==> src/hw/rtl/crcfb_pkg.sv <==
// crcfb_pkg: shared types, constants and the CRC-16/X.25 byte update for the
// crc16 frame builder. No dependencies.
`timescale 1ns / 1ps

package crcfb_pkg;

    localparam int          DATA_W         = 8;
    localparam int          MAX_RESULTS    = 6;
    localparam int          CNT_W          = $clog2(MAX_RESULTS + 1);
    localparam logic [8:0]  FRAME_OVERHEAD = 9'd6;
    localparam logic [15:0] CRC_INIT       = 16'hFFFF;
    localparam logic [15:0] CRC_POLY       = 16'h8408;

    // configuration register indexes
    typedef enum logic [1:0] {
        CFG_START_BYTE = 2'd0,
        CFG_END_BYTE   = 2'd1,
        CFG_BUFFER_LEN = 2'd2
    } cfg_index_t;

    // item kind carried on tuser
    localparam logic OP_HEADER = 1'b0;
    localparam logic OP_DATA   = 1'b1;

    typedef struct packed {
        logic              op;
        logic [DATA_W-1:0] cmd_id;
        logic [DATA_W-1:0] data_len;
        logic [DATA_W-1:0] data_byte;
    } item_t;

    typedef struct packed {
        logic              rejected;
        logic              frame_last;
        logic [DATA_W-1:0] out_byte;
    } result_t;

    // all beats caused by one item, entry 0 goes out first
    typedef struct packed {
        logic [CNT_W-1:0]               cnt;
        result_t [MAX_RESULTS-1:0]      ent;
    } result_set_t;

    // reflected CRC-16, poly 0x8408, LSB first
    function automatic logic [15:0] crc_byte(input logic [15:0] crc_in,
                                             input logic [7:0]  b);
        logic [15:0] c;
        c = crc_in;
        for (int k = 0; k < 8; k++) begin
            if (c[0] ^ b[k]) begin
                c = (c >> 1) ^ CRC_POLY;
            end else begin
                c = c >> 1;
            end
        end
        return c;
    endfunction

endpackage

==> src/hw/rtl/crcfb_frame_core.sv <==
// crcfb_frame_core: frame state (CRC, bytes left, open flag) and the
// combinational builder that turns one item into its set of output beats.
// Depends on crcfb_pkg.
`timescale 1ns / 1ps

module crcfb_frame_core (
    input  logic                       aclk,
    input  logic                       aresetn,
    input  crcfb_pkg::item_t           item,
    input  logic                       item_fire,
    input  logic [7:0]                 start_byte,
    input  logic [7:0]                 end_byte,
    input  logic [7:0]                 buffer_len,
    output crcfb_pkg::result_set_t     res
);
    import crcfb_pkg::*;

    logic [15:0] crc_reg,        crc_next;
    logic [7:0]  bytes_left_reg, bytes_left_next;
    logic        frame_open_reg, frame_open_next;

    logic [15:0] crc_h1, crc_h2, crc_h3, crc_d;
    logic [15:0] fin_h, fin_d;
    logic        too_big;

    always_comb begin
        crc_h1  = crc_byte(CRC_INIT, start_byte);
        crc_h2  = crc_byte(crc_h1, item.cmd_id);
        crc_h3  = crc_byte(crc_h2, item.data_len);
        crc_d   = crc_byte(crc_reg, item.data_byte);
        fin_h   = ~crc_h3;
        fin_d   = ~crc_d;
        too_big = {1'b0, buffer_len} < (FRAME_OVERHEAD + {1'b0, item.data_len});
    end

    always_comb begin
        res             = '0;
        crc_next        = crc_reg;
        bytes_left_next = bytes_left_reg;
        frame_open_next = frame_open_reg;

        if (item.op == OP_HEADER) begin
            // a header always abandons whatever was open
            frame_open_next = 1'b0;
            bytes_left_next = '0;
            if (too_big) begin
                res.cnt    = CNT_W'(1);
                res.ent[0] = '{rejected: 1'b1, frame_last: 1'b1, out_byte: '0};
            end else begin
                res.ent[0] = '{rejected: 1'b0, frame_last: 1'b0, out_byte: start_byte};
                res.ent[1] = '{rejected: 1'b0, frame_last: 1'b0, out_byte: item.cmd_id};
                res.ent[2] = '{rejected: 1'b0, frame_last: 1'b0, out_byte: item.data_len};
                crc_next   = crc_h3;
                if (item.data_len == '0) begin
                    res.cnt    = CNT_W'(6);
                    res.ent[3] = '{rejected: 1'b0, frame_last: 1'b0, out_byte: fin_h[15:8]};
                    res.ent[4] = '{rejected: 1'b0, frame_last: 1'b0, out_byte: fin_h[7:0]};
                    res.ent[5] = '{rejected: 1'b0, frame_last: 1'b1, out_byte: end_byte};
                end else begin
                    res.cnt         = CNT_W'(3);
                    frame_open_next = 1'b1;
                    bytes_left_next = item.data_len;
                end
            end
        end else if (frame_open_reg && bytes_left_reg != '0) begin
            res.ent[0]      = '{rejected: 1'b0, frame_last: 1'b0, out_byte: item.data_byte};
            crc_next        = crc_d;
            bytes_left_next = bytes_left_reg - 8'd1;
            if (bytes_left_reg == 8'd1) begin
                res.cnt         = CNT_W'(4);
                res.ent[1] = '{rejected: 1'b0, frame_last: 1'b0, out_byte: fin_d[15:8]};
                res.ent[2] = '{rejected: 1'b0, frame_last: 1'b0, out_byte: fin_d[7:0]};
                res.ent[3] = '{rejected: 1'b0, frame_last: 1'b1, out_byte: end_byte};
                frame_open_next = 1'b0;
            end else begin
                res.cnt = CNT_W'(1);
            end
        end
    end

    always_ff @(posedge aclk) begin
        if (!aresetn) begin
            crc_reg        <= CRC_INIT;
            bytes_left_reg <= '0;
            frame_open_reg <= 1'b0;
        end else if (item_fire) begin
            crc_reg        <= crc_next;
            bytes_left_reg <= bytes_left_next;
            frame_open_reg <= frame_open_next;
        end
    end

endmodule

==> src/hw/rtl/crc16_frame_builder.sv <==
// crc16_frame_builder: top level. Input register, config registers, frame
// core and a six-entry output beat buffer. Depends on crcfb_pkg, crcfb_frame_core.
//
//  channel | dir | beat contents
//  s_      | in  | tuser: op ; tdata: cmd_id[7:0], data_len[15:8], data_byte[23:16]
//  m_      | out | tdata: out_byte[7:0] ; tlast: frame_last ; tuser: rejected
//  cfg_    | in  | cfg_index: register index ; cfg_data: value
//
// An input beat is registered, then built combinationally into its output beats.
// Output runs at one beat per cycle while m_tready is high: a payload byte gives 1
// beat, a header 3 (6 with zero length, 1 if rejected), the last payload byte 4.
// Back-to-back payload beats flow at one per cycle with m_tready high; the input
// register takes a beat while output beats wait. Reset is synchronous, active low.
`timescale 1ns / 1ps

module crc16_frame_builder (
    input  logic        aclk,
    input  logic        aresetn,
    input  logic        s_tvalid,
    output logic        s_tready,
    input  logic [23:0] s_tdata,   // cmd_id, data_len, data_byte
    input  logic        s_tuser,   // op
    output logic        m_tvalid,
    input  logic        m_tready,
    output logic [7:0]  m_tdata,   // out_byte
    output logic        m_tlast,   // frame_last
    output logic        m_tuser,   // rejected
    input  logic        cfg_valid,
    output logic        cfg_ready,
    input  logic [1:0]  cfg_index,
    input  logic [7:0]  cfg_data
);
    import crcfb_pkg::*;

    logic [7:0] start_byte_reg, end_byte_reg, buffer_len_reg;

    logic        in_valid_reg;
    item_t       in_item_reg;

    result_t [MAX_RESULTS-1:0] buf_reg, buf_next;
    logic [CNT_W-1:0]          cnt_reg, cnt_next;

    result_set_t res;
    logic        pop, buf_free, proc;

    assign cfg_ready = 1'b1;

    always_ff @(posedge aclk) begin
        if (!aresetn) begin
            start_byte_reg <= 8'd0;
            end_byte_reg   <= 8'd0;
            buffer_len_reg <= 8'd255;
        end else if (cfg_valid && cfg_ready) begin
            case (cfg_index)
                CFG_START_BYTE: start_byte_reg <= cfg_data;
                CFG_END_BYTE:   end_byte_reg   <= cfg_data;
                CFG_BUFFER_LEN: buffer_len_reg <= cfg_data;
                default: ;
            endcase
        end
    end

    assign m_tvalid = cnt_reg != '0;
    assign pop      = m_tvalid && m_tready;
    // buffer can take a new set when empty or its last beat leaves now
    assign buf_free = (cnt_reg == '0) || (cnt_reg == CNT_W'(1) && m_tready);
    assign proc     = in_valid_reg && buf_free;
    assign s_tready = !in_valid_reg || proc;

    always_ff @(posedge aclk) begin
        if (!aresetn) begin
            in_valid_reg <= 1'b0;
        end else if (s_tready) begin
            in_valid_reg <= s_tvalid;
        end
    end

    always_ff @(posedge aclk) begin
        if (s_tready && s_tvalid) begin
            in_item_reg <= '{op: s_tuser, cmd_id: s_tdata[7:0],
                             data_len: s_tdata[15:8], data_byte: s_tdata[23:16]};
        end
    end

    crcfb_frame_core u_core (
        .aclk       (aclk),
        .aresetn    (aresetn),
        .item       (in_item_reg),
        .item_fire  (proc),
        .start_byte (start_byte_reg),
        .end_byte   (end_byte_reg),
        .buffer_len (buffer_len_reg),
        .res        (res)
    );

    always_comb begin
        buf_next = buf_reg;
        cnt_next = cnt_reg;
        if (proc) begin
            buf_next = res.ent;
            cnt_next = res.cnt;
        end else if (pop) begin
            for (int i = 0; i < MAX_RESULTS - 1; i++) begin
                buf_next[i] = buf_reg[i+1];
            end
            cnt_next = cnt_reg - CNT_W'(1);
        end
    end

    always_ff @(posedge aclk) begin
        if (!aresetn) begin
            cnt_reg <= '0;
        end else begin
            cnt_reg <= cnt_next;
        end
    end

    always_ff @(posedge aclk) begin
        buf_reg <= buf_next;
    end

    assign m_tdata = buf_reg[0].out_byte;
    assign m_tlast = buf_reg[0].frame_last;
    assign m_tuser = buf_reg[0].rejected;

endmodule
==> config.mk <==
export PLATFORM = sky130hd
export DESIGN_NAME = crc16_frame_builder
export DESIGN_NICKNAME = d
export VERILOG_FILES = /design/src/hw/rtl/crcfb_pkg.sv /design/src/hw/rtl/crcfb_frame_core.sv /design/src/hw/rtl/crc16_frame_builder.sv
export SDC_FILE = /design/constraint.sdc
export NUM_CORES = 1
export LEC_CHECK = 0
export BUFFER_PORTS_ARGS = -buffer_cell sky130_fd_sc_hd__buf_2
export CAP_MARGIN = 20
export CORE_ASPECT_RATIO = 0.7
export CORE_MARGIN = 4
export CORE_UTILIZATION = 45
export DETAILED_ROUTE_END_ITERATION = 12
export PLACE_DENSITY = 0.74
export SYNTH_ARGS = -nofsm -noshare
export SYNTH_HDL_FRONTEND = slang
export SYNTH_SLANG_ARGS = --single-unit
==> constraint.sdc <==
create_clock -name aclk -period 3.7 [get_ports aclk]
set_input_delay 0.37 -clock aclk [delete_from_list [all_inputs] [get_ports aclk]]
set_output_delay 0.37 -clock aclk [all_outputs]
set_load 0.02 [all_outputs]
Word level (Yosys, flattened, before mapping)
Index checks and enable logic that the tools add are counted.
{"block": "totals", "ff_bits": 138, "inputBits": 40, "out_inout_bits": 13, "wordCells": 188}
{"block": "classes", "n_addsub": 3, "magnitude_cmp": 1, "eq_ne": 7, "n_mux": 60, "bitwise": 65, "n_reduce_logical": 22}
{"cell": "16-bit two-way mux", "count": 35}
{"cell": "40-bit two-way mux", "count": 3}
{"cell": "50-bit two-way mux", "count": 2}
{"cell": "2-bit NOT with 3-bit output", "count": 31}
{"cell": "29-bit two-way mux", "count": 2}
{"cell": "8-bit two-way mux", "count": 4}
{"cell": "16-bit NOT", "count": 2}
{"cell": "1-bit bitwise XOR", "count": 31}
{"cell": "3-bit two-way mux", "count": 7}
{"cell": "10-bit two-way mux", "count": 2}
{"cell": "3-bit by 8-bit adder with 9-bit output (first input constant)", "count": 1}
{"cell": "8-bit by 9-bit less-than comparator with 1-bit output", "count": 1}
{"cell": "8-bit by 1-bit equality test with 1-bit output (second input constant)", "count": 1}
{"cell": "8-bit zero test", "count": 1}
{"cell": "2-bit AND reduction", "count": 4}
{"cell": "8-bit nonzero test", "count": 1}
{"cell": "8-bit by 1-bit subtractor with 8-bit output (second input constant)", "count": 1}
{"cell": "3-bit AND reduction", "count": 2}
{"cell": "1-bit logical AND", "count": 5}
{"cell": "1-bit two-way mux", "count": 5}
{"cell": "2-bit by 1-bit != test with 1-bit output (second input constant)", "count": 2}
{"cell": "3-bit by 1-bit equality test with 1-bit output (second input constant)", "count": 1}
{"cell": "3-bit zero test", "count": 1}
{"cell": "3-bit nonzero test", "count": 1}
{"cell": "11 further kinds", "count": 12}

Logic depth before layout (Yosys ltp)
{"block": "logic_depth", "ltp_word": 52, "ltp_mapped": 15, "mapped_depth_nobuf": 12}

Cells and area by module
A second synthesis with hierarchy kept.
{"block": "hier_totals", "cells_unflattened": 635, "area_unflattened_um2": 7588.5}
{"module": "crc16_frame_builder", "instances": 1, "cells_per_inst": 279, "area_per_inst_um2": 4619.4, "seq_area_each_um2": 3113.0}
{"module": "crcfb_frame_core", "instances": 1, "cells_per_inst": 356, "area_per_inst_um2": 2969.1, "seq_area_each_um2": 500.5}

Least setup slack after synthesis
OpenSTA, ideal clock, no wires.
{"block": "synth_path", "path_kind": "reg2reg", "startpoint": "register in_item_reg[9] (netlist bit)", "endpoint": "register cnt_reg[1]", "setup_ns": 0.062, "arrival_ns": 2.909, "required_ns": 3.638, "slack_ns": 0.730, "path_stages_with_launch": 15, "n_path_buf": 3, "period_less_slack_ns": 2.970, "cell_sequence": "edfxtp_1 clkbuf_1 inv_1 ha_1 nor2_1 nand3_1 xor2_1 ha_1 nand3_1 or2_2 a211oi_1 and2_1 buf_2 buf_2 o221a_2"}
{"block": "synth_via", "elab_chain_cells": 5}
{"item": "from (decl)", "line": "crc16_frame_builder.sv:38", "text": "item_t in_item_reg;"}
{"item": "from (signal assigned)", "line": "crc16_frame_builder.sv:80", "text": "in_item_reg <= '{op: s_tuser, cmd_id: s_tdata[7:0],"}
{"item": "3-bit by 8-bit adder with 9-bit output", "line": "crcfb_frame_core.sv:33", "text": "too_big = {1'b0, buffer_len} < (FRAME_OVERHEAD + {1'b0, item.data_len});"}
{"item": "8-bit by 9-bit less-than comparator with 1-bit output", "line": "crcfb_frame_core.sv:33"}
{"item": "3-bit two-way mux", "line": "crcfb_frame_core.sv:46", "text": "if (too_big) begin"}
{"item": "3-bit two-way mux", "line": "crcfb_frame_core.sv:42", "text": "if (item.op == OP_HEADER) begin"}
{"item": "3-bit two-way mux", "line": "crc16_frame_builder.sv:99", "text": "if (proc) begin"}
{"item": "to (signal assigned)", "line": "crc16_frame_builder.sv:114", "text": "cnt_reg <= cnt_next;"}
{"item": "to (decl)", "line": "crc16_frame_builder.sv:41", "text": "logic [CNT_W-1:0] cnt_reg, cnt_next;"}
Every way passes these cells.
A chain may end at the register's enable or synchronous reset.

Worst setup path after layout
{"block": "layout_path", "startpoint": "register in_item_reg[9] (netlist bit)", "endpoint": "register u_core.crc_reg[6]"}
{"block": "layout_via", "elab_chain_cells": 4}
{"item": "3-bit by 8-bit adder with 9-bit output", "line": "crcfb_frame_core.sv:33"}
{"item": "8-bit by 9-bit less-than comparator with 1-bit output", "line": "crcfb_frame_core.sv:33"}
{"item": "2-bit != test (no source line)"}
{"item": "3-bit AND reduction (no source line)"}
{"item": "to (signal assigned)", "line": "crcfb_frame_core.sv:87", "text": "crc_reg <= crc_next;"}
{"item": "to (decl)", "line": "crcfb_frame_core.sv:18", "text": "logic [15:0] crc_reg, crc_next;"}
Every way passes these cells.

==> impl_results.html <==
<table>
<tr><th>Metric</th><th>Value</th></tr>
<tr><th colspan="2">Flow run</th></tr>
<tr><td>Maxcap violations</td><td>0</td></tr>
<tr><th colspan="2">Yosys</th></tr>
<tr><td>Number of warnings reported in the yosys synthesis log</td><td>0</td></tr>
<tr><td>Sequential cell area fraction in the yosys report</td><td>50.5%</td></tr>
<tr><td>Gate count after technology mapping</td><td>650</td></tr>
<tr><td>Unique masters post-synth</td><td>60</td></tr>
<tr><td>Top FF cell, synth</td><td>edfxtp_1</td></tr>
<tr><td>Net count after synthesis</td><td>~700</td></tr>
<tr><td>Register bit count reported by yosys</td><td>~130</td></tr>
<tr><td>Netlist Area Pre-Place</td><td>approximately 6900 sq um</td></tr>
<tr><td>Synth async-reset ratio</td><td>0%</td></tr>
<tr><td>Post-synthesis average cell area</td><td>~11 sq um</td></tr>
<tr><td>Post-synth EDFFs</td><td>80</td></tr>
<tr><th colspan="2">Worst setup path</th></tr>
<tr><td>Cell family with most CP delay</td><td>compound AO/OA/AOI/OAI gates</td></tr>
<tr><td>Count of buffering cells on the critical path with inverters included</td><td>1</td></tr>
<tr><td>Cell at the slowest stage of the critical path</td><td>edfxtp_1</td></tr>
<tr><td>CP endpoint kind</td><td>flop</td></tr>
<tr><td>Cell-by-cell trace of the critical path</td><td>inv_1 -&gt; ha_1 -&gt; nor2_1 -&gt; nand3_1 -&gt; xor2_1 -&gt; ha_1 -&gt; nand3_1 -&gt; o31a_1 -&gt; nand2_1 -&gt; a21o_1 -&gt; nand2_1 -&gt; a221o_1</td></tr>
<tr><td>Path type of the worst setup path</td><td>reg -&gt; reg</td></tr>
<tr><td>Total stage count of the critical path</td><td>12</td></tr>
<tr><td>Number of cells on the worst reg-to-reg path</td><td>12</td></tr>
<tr><td>Largest stage delay, worst path</td><td>just over 0.5 ns</td></tr>
<tr><td>Critical path launch point type</td><td>flop</td></tr>
<tr><td>Arr. time, crit path</td><td>around 3.5 ns</td></tr>
<tr><td>Critical path startpoint</td><td>in_item_reg[9]</td></tr>
<tr><td>Worst flop-to-flop path startpoint</td><td>in_item_reg[9]</td></tr>
<tr><td>Req. time, crit path</td><td>about 4 ns</td></tr>
<tr><td>Maximum fanout along the worst path</td><td>14</td></tr>
<tr><th colspan="2">Route</th></tr>
<tr><td>Violation count after the first detailed-routing iteration</td><td>640</td></tr>
<tr><td>Post-Route WL</td><td>18.3 mm</td></tr>
<tr><td>Number of design rule violations left after detail routing</td><td>0</td></tr>
<tr><td>Via count normalized by instance count</td><td>approximately 5.7</td></tr>
<tr><td>Count of nets left with antenna violations after detail routing</td><td>0</td></tr>
<tr><td>Number of vias in the routed layout</td><td>between 5k and 6k</td></tr>
<tr><td>Routed wirelength normalized by instance count</td><td>between 20 and 25 microns</td></tr>
<tr><td>Length of the first detailed-routing pass in iterations</td><td>5</td></tr>
<tr><th colspan="2">Timing</th></tr>
<tr><td>Setup_tns</td><td>0 ns</td></tr>
<tr><td>Final hold violation count</td><td>0</td></tr>
<tr><td>Peak clock frequency supported by timing</td><td>308 MHz</td></tr>
<tr><td>Setup repair after global routing missed its margin</td><td>false</td></tr>
<tr><td>Total setup violations reported at the end of the flow</td><td>0</td></tr>
<tr><td>Worst Max-Slew Pin Slew</td><td>0.917 ns</td></tr>
<tr><td>Worst Clk Skew</td><td>0.00929 ns</td></tr>
<tr><td>Relative slew slack</td><td>38.9%</td></tr>
<tr><td>Clock period minus worst slack</td><td>3.24 ns</td></tr>
<tr><td>Post-route clock period utilization</td><td>about 88%</td></tr>
<tr><td>Final count of pins violating max slew</td><td>0</td></tr>
<tr><th colspan="2">Floorplanning</th></tr>
<tr><td>Die X</td><td>~160 microns</td></tr>
<tr><td>Die Ht</td><td>roughly 110 microns</td></tr>
<tr><td>Core area</td><td>~15000 sq um</td></tr>
<tr><td>Cell row count</td><td>37</td></tr>
<tr><td>IO Count</td><td>53</td></tr>
<tr><td>Die area</td><td>17300 sq um</td></tr>
<tr><td>Initial Utilization</td><td>46.3%</td></tr>
<tr><th colspan="2">Global routing</th></tr>
<tr><td>Number of global-route vias before repair</td><td>between 5k and 6k</td></tr>
<tr><td>Initial antenna violation count</td><td>0</td></tr>
<tr><td>Residual overflow from global routing</td><td>0</td></tr>
<tr><td>Wire length of the first global-routing pass</td><td>between 20 and 30 mm</td></tr>
<tr><td>Overall routing resource usage</td><td>21.5%</td></tr>
<tr><td>Maximum number of pins on one net before global-route repair</td><td>between 50 and 60</td></tr>
<tr><th colspan="2">Min path</th></tr>
<tr><td>Depth of the worst hold-timing path</td><td>1</td></tr>
<tr><td>Min-Delay Path Class</td><td>in -&gt; reg</td></tr>
<tr><td>Launch instance of the worst min-delay path</td><td>s_tdata[1]</td></tr>
<tr><th colspan="2">Clock network</th></tr>
<tr><td>Level count of the clock H-tree</td><td>4</td></tr>
<tr><td>Quantity of hold-fixing buffers added after cts</td><td>0</td></tr>
<tr><td>Sinks on the clock net</td><td>133</td></tr>
<tr><td>Maximum clock insertion buffer count</td><td>2</td></tr>
<tr><td>CTS tree</td><td>built</td></tr>
<tr><td>Clock buffers created by TritonCTS</td><td>17</td></tr>
<tr><td>Latest clock arrival within the worst-skew pair</td><td>roughly 0.42 ns</td></tr>
<tr><td>Number of buffers inserted by post-CTS setup repair</td><td>0</td></tr>
<tr><td>Clock transition time at the flip-flop clock pins of the worst setup and hold paths</td><td>approximately 0.060 ns</td></tr>
<tr><td>Clock root buffer</td><td>clkbuf_16</td></tr>
<tr><td>Number of resized instances in the post-cts repair step</td><td>0</td></tr>
<tr><th colspan="2">Pwr</th></tr>
<tr><td>Power per unit of standard cell area</td><td>801 nW/um^2</td></tr>
<tr><td>Total power of the final layout</td><td>about 6200 uW</td></tr>
<tr><td>Peak supply drop</td><td>0.000361 V</td></tr>
<tr><td>Leakage power</td><td>0.00294 uW</td></tr>
<tr><th colspan="2">Cells and area</th></tr>
<tr><td>Share of layout cells above drive strength 1</td><td>16.5%</td></tr>
<tr><td>NumNets Final</td><td>approximately 730</td></tr>
<tr><td>Fraction of the core area covered by cells at the end of the flow</td><td>between 50% and 60%</td></tr>
<tr><td>Area added between synthesis and finish</td><td>13.7%</td></tr>
<tr><td>Antenna diode instance count</td><td>0</td></tr>
<tr><td>Max reg flops</td><td>45</td></tr>
<tr><th colspan="2">Placed design</th></tr>
<tr><td>Port bufs</td><td>between 50 and 60</td></tr>
<tr><td>Detail Placement HPWL</td><td>~13 mm</td></tr>
<tr><td>Final RePlAce weighted congestion</td><td>between 0.9 and 1</td></tr>
<tr><th colspan="2">Run status</th></tr>
<tr><td>Status</td><td>finished, final reports clean</td></tr>
</table>
-- final cells by class --
class                      count  area, sq um
clock buffer                  18          429
timing repair buffer          62          338
multi-input combinational    454         3120
tap                          195          244
inverter                      11         41.3
fill                        1354         7020
sequential                   133         3460
clock inverter                14          160
-- logic make-up (layout without fill, tap and decap cells) --
group           count (synthesis)  count (layout)  synth area share [%]
compound gates                124             124                  12.3
simple gates                  204             204                  14.0
buf+inv                        63             105                  4.23
mux                            21              21                  3.08
fa+ha+maj                      13              13                  2.37
flops                         133             133                  50.5
xor+xnor                       91              91                  13.4
other cells                     1               1                0.0547
-- cell usage in the layout (no fill, tap or decap), types with 3 or more instances in the layout --
master     count
edfxtp_1      80
nand2_1       76
xnor2_1       61
dfxtp_1       53
buf_2         51
nor2_1        45
o21ai_0       37
nor2b_1       24
mux2i_1       20
a221oi_1      20
xor2_1        18
a21oi_1       17
clkbuf_16     17
and2_1        15
nand3_1       13
ha_1          13
buf_4         11
inv_1          9
a22oi_1        8
a21o_1         7
xnor2_2        7
nor3_1         7
o211ai_1       6
a31oi_1        5
a221o_1        5
clkinv_2       5
nor4_1         4
clkinv_1       3
nand2b_1       3
a21boi_0       3
o221ai_1       3
bufinv_16      3
-- synth_stat cells, types with 4 or more instances --
cell	n	area share [%]
a21o_1	7	0.77
a21oi_1	17	1.2
a221o_1	5	0.73
a221oi_1	20	2.6
a22oi_1	8	0.88
a31oi_1	5	0.46
and2_1	15	1.4
buf_2	8	0.58
buf_4	9	0.98
clkbuf_1	30	1.6
dfxtp_1	53	15
edfxtp_1	80	35
ha_1	13	2.4
inv_1	10	0.55
mux2i_1	20	2.9
nand2_1	76	4.2
nand3_1	14	1.0
nor2_1	45	2.5
nor2b_1	24	2.2
nor3_1	8	0.58
nor4_1	4	0.36
o211ai_1	6	0.66
o21ai_0	37	2.7
xnor2_1	61	7.8
xnor2_2	7	1.7
xor2_1	18	2.3
-- per-stage QoR --
stage / cells / cell area (sq um) / hold WS, ns / setup slack, ns
after CTS: 887 / 7800 / 0.115 / 0.520
after global routing: 887 / 7800 / 0.115 / 0.228
after detailed placement: 855 / 7210 / 0.458 / 0.524
after floorplan: 650 / 6860 / 0.432 / 0.730
final: 887 / 7800 / 0.126 / 0.458
after global placement: 855 / 7210 / 0.452 / 0.631
-- power breakdown --
group | internal (uW) | switching, uW | leakage [uW]
clock network | 1050 | 659 | 0.000287
registers | 2140 | 233 | 0.00121
logic | 805 | 1360 | 0.00145
total | 4000 | 2250 | 0.00294
-- metal layers --
metal  wire (microns)  global-route usage [%]  up-vias
li1                 -                       -     2347
met3             2020                    5.46       21
met5                0                       0        -
met2             7700                    30.2      263
met1             8460                    32.9     2449
met4              176                    5.54        0
-- worst paths after layout --
| kind | slack (ns) | end |
|---|---|---|
| worst min register to register | 0.47 | buffer_len_reg[0] |
| worst max register to register | 0.46 | u_core.crc_reg[6] |
| worst max-delay path | 0.46 | u_core.crc_reg[6] |
| worst min-delay path | 0.13 | in_item_reg[17] |
(Power assumes the default switching activity.)
